===== src/design/irpd_pkg.sv =====
// Shared types and constants of the IR pulse-distance decoder.
package irpd_pkg;

    localparam int TICK_W   = 8;
    localparam int STATUS_W = 2;
    localparam int CODE_W   = 32;
    localparam int ADDR_W   = 5;
    localparam int DATA_W   = 32;

    localparam logic [STATUS_W-1:0] ST_DONE       = 2'd0;
    localparam logic [STATUS_W-1:0] ST_BAD_LEADER = 2'd1;
    localparam logic [STATUS_W-1:0] ST_BAD_BIT    = 2'd2;

    localparam logic [2:0] REG_LEADER_MIN = 3'd0;
    localparam logic [2:0] REG_LEADER_MAX = 3'd1;
    localparam logic [2:0] REG_ZERO_MIN   = 3'd2;
    localparam logic [2:0] REG_ZERO_MAX   = 3'd3;
    localparam logic [2:0] REG_ONE_MIN    = 3'd4;
    localparam logic [2:0] REG_ONE_MAX    = 3'd5;

    localparam logic [TICK_W-1:0] RST_LEADER_MIN = 8'd156;
    localparam logic [TICK_W-1:0] RST_LEADER_MAX = 8'd190;
    localparam logic [TICK_W-1:0] RST_ZERO_MIN   = 8'd12;
    localparam logic [TICK_W-1:0] RST_ZERO_MAX   = 8'd30;
    localparam logic [TICK_W-1:0] RST_ONE_MIN    = 8'd57;
    localparam logic [TICK_W-1:0] RST_ONE_MAX    = 8'd71;

    typedef struct packed {
        logic [TICK_W-1:0] leader_min;
        logic [TICK_W-1:0] leader_max;
        logic [TICK_W-1:0] zero_min;
        logic [TICK_W-1:0] zero_max;
        logic [TICK_W-1:0] one_min;
        logic [TICK_W-1:0] one_max;
    } t_cfg;

endpackage


===== src/design/irpd_in_if.sv =====
// Request channel carrying one measured space length.
interface irpd_in_if;
    logic                         valid;
    logic                         ready;
    logic [irpd_pkg::TICK_W-1:0]  space_ticks;

    modport source (output valid, output space_ticks, input ready);
    modport sink   (input valid, input space_ticks, output ready);
endinterface


===== src/design/irpd_out_if.sv =====
// Result channel carrying decode status and received code.
interface irpd_out_if;
    logic                          valid;
    logic                          ready;
    logic [irpd_pkg::STATUS_W-1:0] status;
    logic [irpd_pkg::CODE_W-1:0]   code;

    modport source (output valid, output status, output code, input ready);
    modport sink   (input valid, input status, input code, output ready);
endinterface


===== src/design/ir_pulse_distance_decoder.sv =====
// IR pulse-distance decoder: leader check, bit windows, code assembly.
// An accepted space is held in the input register and decoded from there;
// its result, if any, is written to the result register and presented from it.
// Throughput: one space per cycle while the result register is free or being drained, set by the single decode stage.
// Reset clears the frame state and both stage valids, and returns the window registers to their defaults.
module ir_pulse_distance_decoder #(
    parameter int CODE_BITS = 32
) (
    input  logic                        i_clk,
    input  logic                        i_rst_n,
    input  logic                        psel,
    input  logic                        penable,
    input  logic                        pwrite,
    input  logic [irpd_pkg::ADDR_W-1:0] paddr,
    input  logic [irpd_pkg::DATA_W-1:0] pwdata,
    output logic [irpd_pkg::DATA_W-1:0] prdata,
    output logic                        pready,
    irpd_in_if.sink                     i_in,
    irpd_out_if.source                  o_out
);
    import irpd_pkg::*;

    localparam int CNT_W = $clog2(CODE_BITS);
    localparam int EXT_W = (CODE_BITS > CODE_W) ? CODE_BITS : CODE_W;

    t_cfg cfg;

    irpd_regs u_regs (
        .i_clk   (i_clk),
        .i_rst_n (i_rst_n),
        .psel    (psel),
        .penable (penable),
        .pwrite  (pwrite),
        .paddr   (paddr),
        .pwdata  (pwdata),
        .prdata  (prdata),
        .pready  (pready),
        .o_cfg   (cfg)
    );

    logic                  r_in_valid;
    logic [TICK_W-1:0]     r_ticks;
    logic                  r_in_frame,  n_in_frame;
    logic [CNT_W-1:0]      r_bits,      n_bits;
    logic [CODE_BITS-1:0]  r_word,      n_word;
    logic                  r_out_valid;
    logic [STATUS_W-1:0]   r_status,    n_status;
    logic [CODE_W-1:0]     r_code,      n_code;
    logic                  n_emit;

    logic                  advance;
    logic                  hit_lead, hit_one, hit_zero;
    logic [CODE_BITS-1:0]  shifted;
    logic [EXT_W-1:0]      code_ext;

    // The decode stage moves when the result register is free or being drained.
    assign advance     = r_in_valid && (!r_out_valid || o_out.ready);
    assign i_in.ready  = !r_in_valid || advance;

    assign o_out.valid  = r_out_valid;
    assign o_out.status = r_status;
    assign o_out.code   = r_code;

    assign hit_lead = (r_ticks >= cfg.leader_min) && (r_ticks <= cfg.leader_max);
    assign hit_one  = (r_ticks >= cfg.one_min)    && (r_ticks <= cfg.one_max);
    assign hit_zero = (r_ticks >= cfg.zero_min)   && (r_ticks <= cfg.zero_max);
    assign shifted  = {r_word[CODE_BITS-2:0], hit_one};
    assign code_ext = EXT_W'(shifted);

    always_comb begin
        n_in_frame = r_in_frame;
        n_bits     = r_bits;
        n_word     = r_word;
        n_emit     = 1'b0;
        n_status   = ST_DONE;
        n_code     = '0;
        if (!r_in_frame) begin
            if (hit_lead) begin
                n_in_frame = 1'b1;
                n_bits     = '0;
                n_word     = '0;
            end else begin
                n_emit   = 1'b1;
                n_status = ST_BAD_LEADER;
            end
        end else if (hit_one || hit_zero) begin
            if (r_bits == CNT_W'(CODE_BITS - 1)) begin
                n_emit     = 1'b1;
                n_status   = ST_DONE;
                n_code     = code_ext[CODE_W-1:0];
                n_in_frame = 1'b0;
                n_bits     = '0;
                n_word     = '0;
            end else begin
                n_bits = r_bits + 1'b1;
                n_word = shifted;
            end
        end else begin
            n_emit     = 1'b1;
            n_status   = ST_BAD_BIT;
            n_in_frame = 1'b0;
            n_bits     = '0;
            n_word     = '0;
        end
    end

    always_ff @(posedge i_clk) begin
        if (!i_rst_n) begin
            r_in_valid  <= 1'b0;
            r_in_frame  <= 1'b0;
            r_bits      <= '0;
            r_word      <= '0;
            r_out_valid <= 1'b0;
        end else begin
            if (i_in.valid && i_in.ready) begin
                r_in_valid <= 1'b1;
            end else if (advance) begin
                r_in_valid <= 1'b0;
            end
            if (advance) begin
                r_in_frame <= n_in_frame;
                r_bits     <= n_bits;
                r_word     <= n_word;
            end
            if (advance && n_emit) begin
                r_out_valid <= 1'b1;
            end else if (o_out.ready) begin
                r_out_valid <= 1'b0;
            end
        end
    end

    always_ff @(posedge i_clk) begin
        if (i_in.valid && i_in.ready) begin
            r_ticks <= i_in.space_ticks;
        end
        if (advance && n_emit) begin
            r_status <= n_status;
            r_code   <= n_code;
        end
    end
endmodule


===== src/design/irpd_regs.sv =====
// APB-style register file holding the decode window bounds.
module irpd_regs (
    input  logic                        i_clk,
    input  logic                        i_rst_n,
    input  logic                        psel,
    input  logic                        penable,
    input  logic                        pwrite,
    input  logic [irpd_pkg::ADDR_W-1:0] paddr,
    input  logic [irpd_pkg::DATA_W-1:0] pwdata,
    output logic [irpd_pkg::DATA_W-1:0] prdata,
    output logic                        pready,
    output irpd_pkg::t_cfg              o_cfg
);
    import irpd_pkg::*;

    t_cfg       r_cfg;
    logic [2:0] idx;
    logic       wr_en;

    assign pready = 1'b1;
    assign idx    = paddr[ADDR_W-1:2];
    assign wr_en  = psel && penable && pwrite;
    assign o_cfg  = r_cfg;

    always_ff @(posedge i_clk) begin
        if (!i_rst_n) begin
            r_cfg.leader_min <= RST_LEADER_MIN;
            r_cfg.leader_max <= RST_LEADER_MAX;
            r_cfg.zero_min   <= RST_ZERO_MIN;
            r_cfg.zero_max   <= RST_ZERO_MAX;
            r_cfg.one_min    <= RST_ONE_MIN;
            r_cfg.one_max    <= RST_ONE_MAX;
        end else if (wr_en) begin
            case (idx)
                REG_LEADER_MIN: r_cfg.leader_min <= pwdata[TICK_W-1:0];
                REG_LEADER_MAX: r_cfg.leader_max <= pwdata[TICK_W-1:0];
                REG_ZERO_MIN:   r_cfg.zero_min   <= pwdata[TICK_W-1:0];
                REG_ZERO_MAX:   r_cfg.zero_max   <= pwdata[TICK_W-1:0];
                REG_ONE_MIN:    r_cfg.one_min    <= pwdata[TICK_W-1:0];
                REG_ONE_MAX:    r_cfg.one_max    <= pwdata[TICK_W-1:0];
                default: begin
                end
            endcase
        end
    end

    always_comb begin
        case (idx)
            REG_LEADER_MIN: prdata = DATA_W'(r_cfg.leader_min);
            REG_LEADER_MAX: prdata = DATA_W'(r_cfg.leader_max);
            REG_ZERO_MIN:   prdata = DATA_W'(r_cfg.zero_min);
            REG_ZERO_MAX:   prdata = DATA_W'(r_cfg.zero_max);
            REG_ONE_MIN:    prdata = DATA_W'(r_cfg.one_min);
            REG_ONE_MAX:    prdata = DATA_W'(r_cfg.one_max);
            default:        prdata = '0;
        endcase
    end
endmodule


===== src/flat_wrapper.sv =====
// flat-port wrapper written by rule: the top's interface ports become plain ports
module ir_pulse_distance_decoder_flat import irpd_pkg::*;
#(
    parameter int CODE_BITS = 32
)
  (i_clk, i_rst_n, psel, penable, pwrite, paddr, pwdata, prdata, pready, i_in_valid, i_in_space_ticks, i_in_ready, o_out_valid, o_out_status, o_out_code, o_out_ready);
  irpd_in_if i_in_i ();
  irpd_out_if o_out_i ();
  input  logic i_clk;
  input  logic i_rst_n;
  input  logic psel;
  input  logic penable;
  input  logic pwrite;
  input  logic [irpd_pkg::ADDR_W-1:0] paddr;
  input  logic [irpd_pkg::DATA_W-1:0] pwdata;
  output logic [irpd_pkg::DATA_W-1:0] prdata;
  output logic pready;
  input wire logic [$bits(i_in_i.valid)-1:0] i_in_valid;
  input wire logic [$bits(i_in_i.space_ticks)-1:0] i_in_space_ticks;
  output wire logic [$bits(i_in_i.ready)-1:0] i_in_ready;
  output wire logic [$bits(o_out_i.valid)-1:0] o_out_valid;
  output wire logic [$bits(o_out_i.status)-1:0] o_out_status;
  output wire logic [$bits(o_out_i.code)-1:0] o_out_code;
  input wire logic [$bits(o_out_i.ready)-1:0] o_out_ready;
  assign i_in_i.valid = i_in_valid;
  assign i_in_i.space_ticks = i_in_space_ticks;
  assign i_in_ready = i_in_i.ready;
  assign o_out_valid = o_out_i.valid;
  assign o_out_status = o_out_i.status;
  assign o_out_code = o_out_i.code;
  assign o_out_i.ready = o_out_ready;
  ir_pulse_distance_decoder #(.CODE_BITS(CODE_BITS)) u_core (.i_clk(i_clk), .i_rst_n(i_rst_n), .psel(psel), .penable(penable), .pwrite(pwrite), .paddr(paddr), .pwdata(pwdata), .prdata(prdata), .pready(pready), .i_in(i_in_i), .o_out(o_out_i));
endmodule

===== config.mk =====
export PLATFORM = sky130hd
export DESIGN_NAME = ir_pulse_distance_decoder_flat
export DESIGN_NICKNAME = d
export VERILOG_FILES = /design/src/design/irpd_pkg.sv /design/src/design/irpd_in_if.sv /design/src/design/irpd_out_if.sv /design/src/design/ir_pulse_distance_decoder.sv /design/src/design/irpd_regs.sv /design/src/flat_wrapper.sv
export SDC_FILE = /design/constraint.sdc
export NUM_CORES = 1
export LEC_CHECK = 0
export BUFFER_PORTS_ARGS = -buffer_cell sky130_fd_sc_hd__buf_2
export CORE_UTILIZATION = 40
export DETAILED_ROUTE_END_ITERATION = 7
export PLACE_DENSITY = 0.71
export SYNTH_ARGS = -nofsm -noshare
export SYNTH_HDL_FRONTEND = slang
export SYNTH_SLANG_ARGS = --single-unit

===== constraint.sdc =====
create_clock -name i_clk -period 10.1 [get_ports i_clk]
set_input_delay 2.02 -clock i_clk [delete_from_list [all_inputs] [get_ports i_clk]]
set_output_delay 2.02 -clock i_clk [all_outputs]
set_load 0.02 [all_outputs]

## Word-level counts from Yosys, hierarchy flattened

Index checks and enable logic that the tools add are counted.

| storage, ports and cells | value |
|---|---|
| bits in registers | 129 |
| bits in latches | 0 |
| bits in writable memories | 0 |
| bits in read-only memories | 0 |
| output and inout port bits | 69 |
| logic and storage cells | 76 |
| memories kept | 0 |

| cells by class | value |
|---|---|
| add/subtract/negate cells | 1 |
| $mul | 0 |
| divide/modulo/power cells | 0 |
| order comparisons | 6 |
| equal/unequal tests | 6 |
| shift operators | 0 |
| muxes and demuxes | 24 |
| bitwise operators | 0 |
| reduce and logical (&&, ||, !) cells | 25 |

Operators with widths:

| operator | count |
|---|---|
| 31-bit 2-to-1 mux | 4 |
| 8-bit one-hot mux with 6 select lines | 1 |
| 8-bit >= comparator | 3 |
| 8-bit <= comparator | 3 |
| 5-bit 2-to-1 mux | 4 |
| 2-bit AND reduction | 7 |
| 1-bit 2-to-1 mux | 13 |
| 1-bit logical AND | 8 |
| 3-bit by 2-bit == test with 1-bit output (second input constant) | 2 |
| 3-bit == test (second input constant) | 2 |
| 2-bit nonzero test | 3 |
| 5-bit by 1-bit adder with 5-bit output (second input constant) | 1 |
| 5-bit == test (second input constant) | 1 |
| 2-bit 2-to-1 mux | 2 |
| 3-bit by 1-bit == test with 1-bit output (second input constant) | 1 |
| 3-bit zero test | 1 |
| 1-bit logical OR | 3 |
| 3-bit AND reduction | 1 |
| 1-bit zero test | 2 |

## Longest topological paths before layout

| logic depth | value |
|---|---|
| depth in word-level cells | 7 |
| mapped depth | 10 |

## Modules after synthesis

From an unflattened synthesis, not the netlist that was laid out.

| second synthesis, totals | value |
|---|---|
| cell total of the unflattened synthesis | 666 |
| area total of the unflattened synthesis | 6830.3 sq um |

By module, submodules not included:

| module | instances | cells an instance | area an instance (sq um) | sequential area each (sq um) |
|---|---|---|---|---|
| ir_pulse_distance_decoder | 1 | 400 | 4331.7 | 2042.0 |
| irpd_regs | 1 | 266 | 2498.6 | 960.9 |

## Worst setup path after synthesis

No wires, ideal clock.

| timing | value |
|---|---|
| path kind | in2out |
| from | in paddr[2] (netlist bit) |
| to | out prdata[1] (netlist bit) |
| data arrival time | 3.405 ns |
| required time | 8.080 ns |
| setup slack | 4.675 ns |
| cell stages on the path | 7 |
| cells stage by stage | buf_2 > buf_1 > clkbuf_1 > nand2_1 > o21ai_0 > a21oi_1 > o22ai_1 |

| between the ends | value |
|---|---|
| word-level cells in the longest chain between the ends | 2 |
| elaborated cells on any way between the ends | 7 |
| those cells by class | eq/ne (5); mux (1); reduce/logical (1) |

Ends and longest elaborated chain:

| item | line | text |
|---|---|---|
| start: declaration | flat_wrapper.sv:14 | `input logic [irpd_pkg::ADDR_W-1:0] paddr;` |
| 3-bit == test (tied with other cells) | irpd_regs.sv:48 | `case (idx)` |
| 8-bit one-hot mux with 6 select lines * | irpd_regs.sv:48 |  |
| end: declaration | flat_wrapper.sv:16 | `output logic [irpd_pkg::DATA_W-1:0] prdata;` |

Every way passes the cells marked *; elsewhere a longest branch is shown, timed or not.

## Worst setup path after layout

| timing | value |
|---|---|
| from | in paddr[2] (netlist bit) |
| to | out prdata[5] (netlist bit) |

The elaborated chain is that of the path after synthesis.

==> run_results.csv <==
group,metric,value,unit
final_layout,n_antenna_cell,0,
placed_design,place_area,7010,µm²
cts,root_buffer,"clkbuf_16",
timing,post-route-period-util,0.554,
cts,cts_max_level,4,
timing,final.min_clock_period,5.59,ns
synth,ys.flop_type,"dfxtp_1",
floorplanning,die_w,131,µm
final_layout,nets,827,
worst_setup_path,cp_common_cell,"buf_2",
power,comb_power_share,0.089,
cts,cts_setup_buffers,0,
worst_setup_path,critPathCaptureType,"output pin",
grt,grt_pass1_wl,22900,µm
floorplanning,die-area,17100,µm²
timing,worst_pin_slew,1.21,ns
power,pwr-share-seq,0.431,
cts,cts_buffer_depth,2,
worst_setup_path,worstSetupStartpointType,"input pin",
timing,maxSlewHeadroom,0.189,
worst_setup_path,critPathTopFamily,"buffers and inverters",
job,cap_violations,0,
worst_setup_path,cp_slowest_stage_delay,0.59,ns
synth,yosysSeqAreaShare,0.452,
routing,wire_per_inst,14.7,µm
timing,slew_violations,0,
floorplanning,ioPinCount,121,
synth,netlist_top_cells_area,"dfxtp_1 26%, edfxtp_1 19%, ha_1 9.4%, inv_1 4.8%, o32ai_1 4.0%",
synth,synth_top_area_frac,0.262,
worst_setup_path,worst_path_max_delay_cell,"buf_2",
worst_setup_path,arrival,3.57,ns
final_layout,postLayoutCellArea,7600,µm²
power,power_density,170,nW/µm²
timing,fmax,179,MHz
routing,wl_met2,6400,µm
routing,via_count,4849,
routing,top_layer_used,"met4",
timing,holdWs,0.463,ns
synth,synth-edff-count,42,
grt,grt_max_degree,64,
timing,hold_viol,0,
final_layout,area.growth.synth_to_final,14.4,%
worst_setup_path,crit_type,"in2out",
synth,synth_top_cell_by_area,"dfxtp_1",
timing,grt_setup_unrepaired,"no",
cts,cts_sinks,129,
timing,tns,0,ns
routing,drt_iter0_drc,381,
timing,finalSetupViolations,0,
routing,via_per_inst,5.08,
cts,cts_tree,"built",
cts,clock_latency,0.43,ns
power,p_switching,0.338,mW
routing,wl,14100,µm
worst_setup_path,crit_chain,"buf_2, mux4_2, inv_1, o22ai_1, buf_2",
synth,ys.warnings.count,0,
grt,grt_usage,0.178,
placed_design,place_hpwl,9700,µm
cts,clk_pin_slew,0.06,ns
power,p_sw_frac,0.261,
floorplanning,num_rows,46,
synth,synth.distinct_cells,59,
grt,grt_overflow,0,
placed_design,place_inst,922,
cts,post_cts_resize_count,0,
power,irDropWorstVdd,0.116,mV
synth,synth_area,6650,µm²
placed_design,io_buffer_count,69,
floorplanning,chipHeight,131,µm
cts,cts_buffers,17,
routing,wl_met1,6760,µm
routing,route.antenna.remaining_nets,0,
synth,ys_async_sr_fraction,0,
worst_setup_path,cp_max_fo,33,
routing,drt_first_pass_iters,5,
worst_setup_path,critPathBufInv,3,
routing,route.met3.wl,582,µm
grt,antenna_found_initial,0,
hold_path,hp-class,"reg2reg",
synth,synth-seq-cells,129,
worst_setup_path,critPathRequiredTime,8.08,ns
floorplanning,start_util,0.414,
power,internal_power,0.958,mW
final_layout,stdcell_count,954,
cts,cts_hold_buf,0,
power,p_leak,2.98,nW
routing,drcViolationCount,0,
grt,grt_pass1_vias,4552,
power,pwr-share-clk,0.480,
synth,synth_cells,669,
outcome,status,"finished clean",
placed_design,place_congestion,0.824,
synth,syn_avg_cell_area,9.94,µm²
final_layout,drive_gt1_frac,0.160,
timing,fin_skew,0.00749,ns
floorplanning,core,16100,µm²
[cell usage after synthesis, types with 15 or more instances]
cell type	count
and2_1	33
buf_4	27
clkbuf_1	15
dfxtp_1	87
edfxtp_1	42
ha_1	50
inv_1	85
mux2i_1	26
nand2_1	60
nor2_1	18
nor2b_1	20
o211ai_1	27
o32ai_1	30
[worst paths after layout]
check / from / endpoint / cells after the start / slack [ns]
setup / recovery: paddr[2] / prdata[5] / 5 / 4.51
setup reg to reg: u_core.r_ticks[0]$_DFFE_PP_ / u_core.o_out.code[5]$_SDFFCE_PN0P_ / 9 / 6.43
hold / removal: u_core.r_word[30]$_SDFFE_PN0P_ / u_core.r_word[30]$_SDFFE_PN0P_ / 2 / 0.46
hold reg to reg: u_core.r_word[30]$_SDFFE_PN0P_ / u_core.r_word[30]$_SDFFE_PN0P_ / 2 / 0.46
[power by group through the flow]
stage                     logic (mW)  clock network [mW]  registers (mW)
after floorplan               0.0781                   0           0.579
after global placement         0.114                   0           0.569
after detailed placement       0.115                   0           0.569
after CTS                      0.116               0.632           0.558
after global routing           0.128               0.653           0.560
final                          0.115               0.623           0.558
[metal layers]
metal,track usage,vias up
met2,0.281,145
li1,-,2440
met1,0.230,2238
met3,0.0452,26
met4,0.0771,0
met5,0,-
[logic make-up after synthesis]
| kind of cell | synth area share |
|---|---|
| muxes | 0.0459 |
| DFF | 0.452 |
| AOI/OAI and AO/OA | 0.172 |
| and+or+nand+nor | 0.130 |
| other | 0.00113 |
| buffers and inverters | 0.105 |
| adders and majority gates | 0.0941 |
[placed cells by master, fill, tap and decap left out, types with 3 or more instances in the layout]
cell type	count
a21boi_0	11
a21o_1	5
a21oi_1	14
a22oi_1	3
a31oi_1	5
and2_1	33
and3_1	6
buf_2	69
buf_4	5
clkbuf_16	17
conb_1	25
dfxtp_1	87
edfxtp_1	42
ha_1	50
inv_1	85
inv_6	8
mux2i_1	26
nand2_1	60
nand2b_1	6
nand3_1	5
nand4_1	9
nor2_1	18
nor2b_1	20
nor3_1	3
o211ai_1	27
o21a_1	5
o21ai_0	12
o221ai_1	3
o22ai_1	6
o31ai_1	3
o32ai_1	30
[layout make-up]
cell class	count	area, µm²
inverters	85	319
fillers	1491	8450
flip-flops and latches	129	3000
clock buffers	18	429
repair buffers	74	383
multi-input cells	418	3030
well taps	216	270
clock inverters	14	165
[registers in the layout, summed over array words and instances, names as in the netlist]
| name | flops |
|---|---|
| u_core.u_regs.o_cfg | 48 |
| u_core.o_out.code | 32 |
| u_core.r_word | 31 |
| u_core.r_ticks | 8 |
| u_core.r_bits | 5 |
| u_core.o_out.status | 2 |
| u_core.o_out.valid | 1 |
| u_core.r_in_frame | 1 |
| u_core.r_in_valid | 1 |
[per-stage QoR]
step	total power, mW	setup slack (ns)	util
after floorplan	0.657	4.68	-
after global placement	0.682	4.54	0.436
after detailed placement	0.684	4.54	0.436
after CTS	1.31	4.53	0.474
after global routing	1.34	4.35	0.474
final	1.30	4.51	0.474
[worst min-delay path, delay by kind of cell, from the launching register on]
family	cells	cell delay, ns
buf+inv	1	0.05
compound gates	1	0.05
flops	1	0.31
Power figures use the tool's default switching activity.
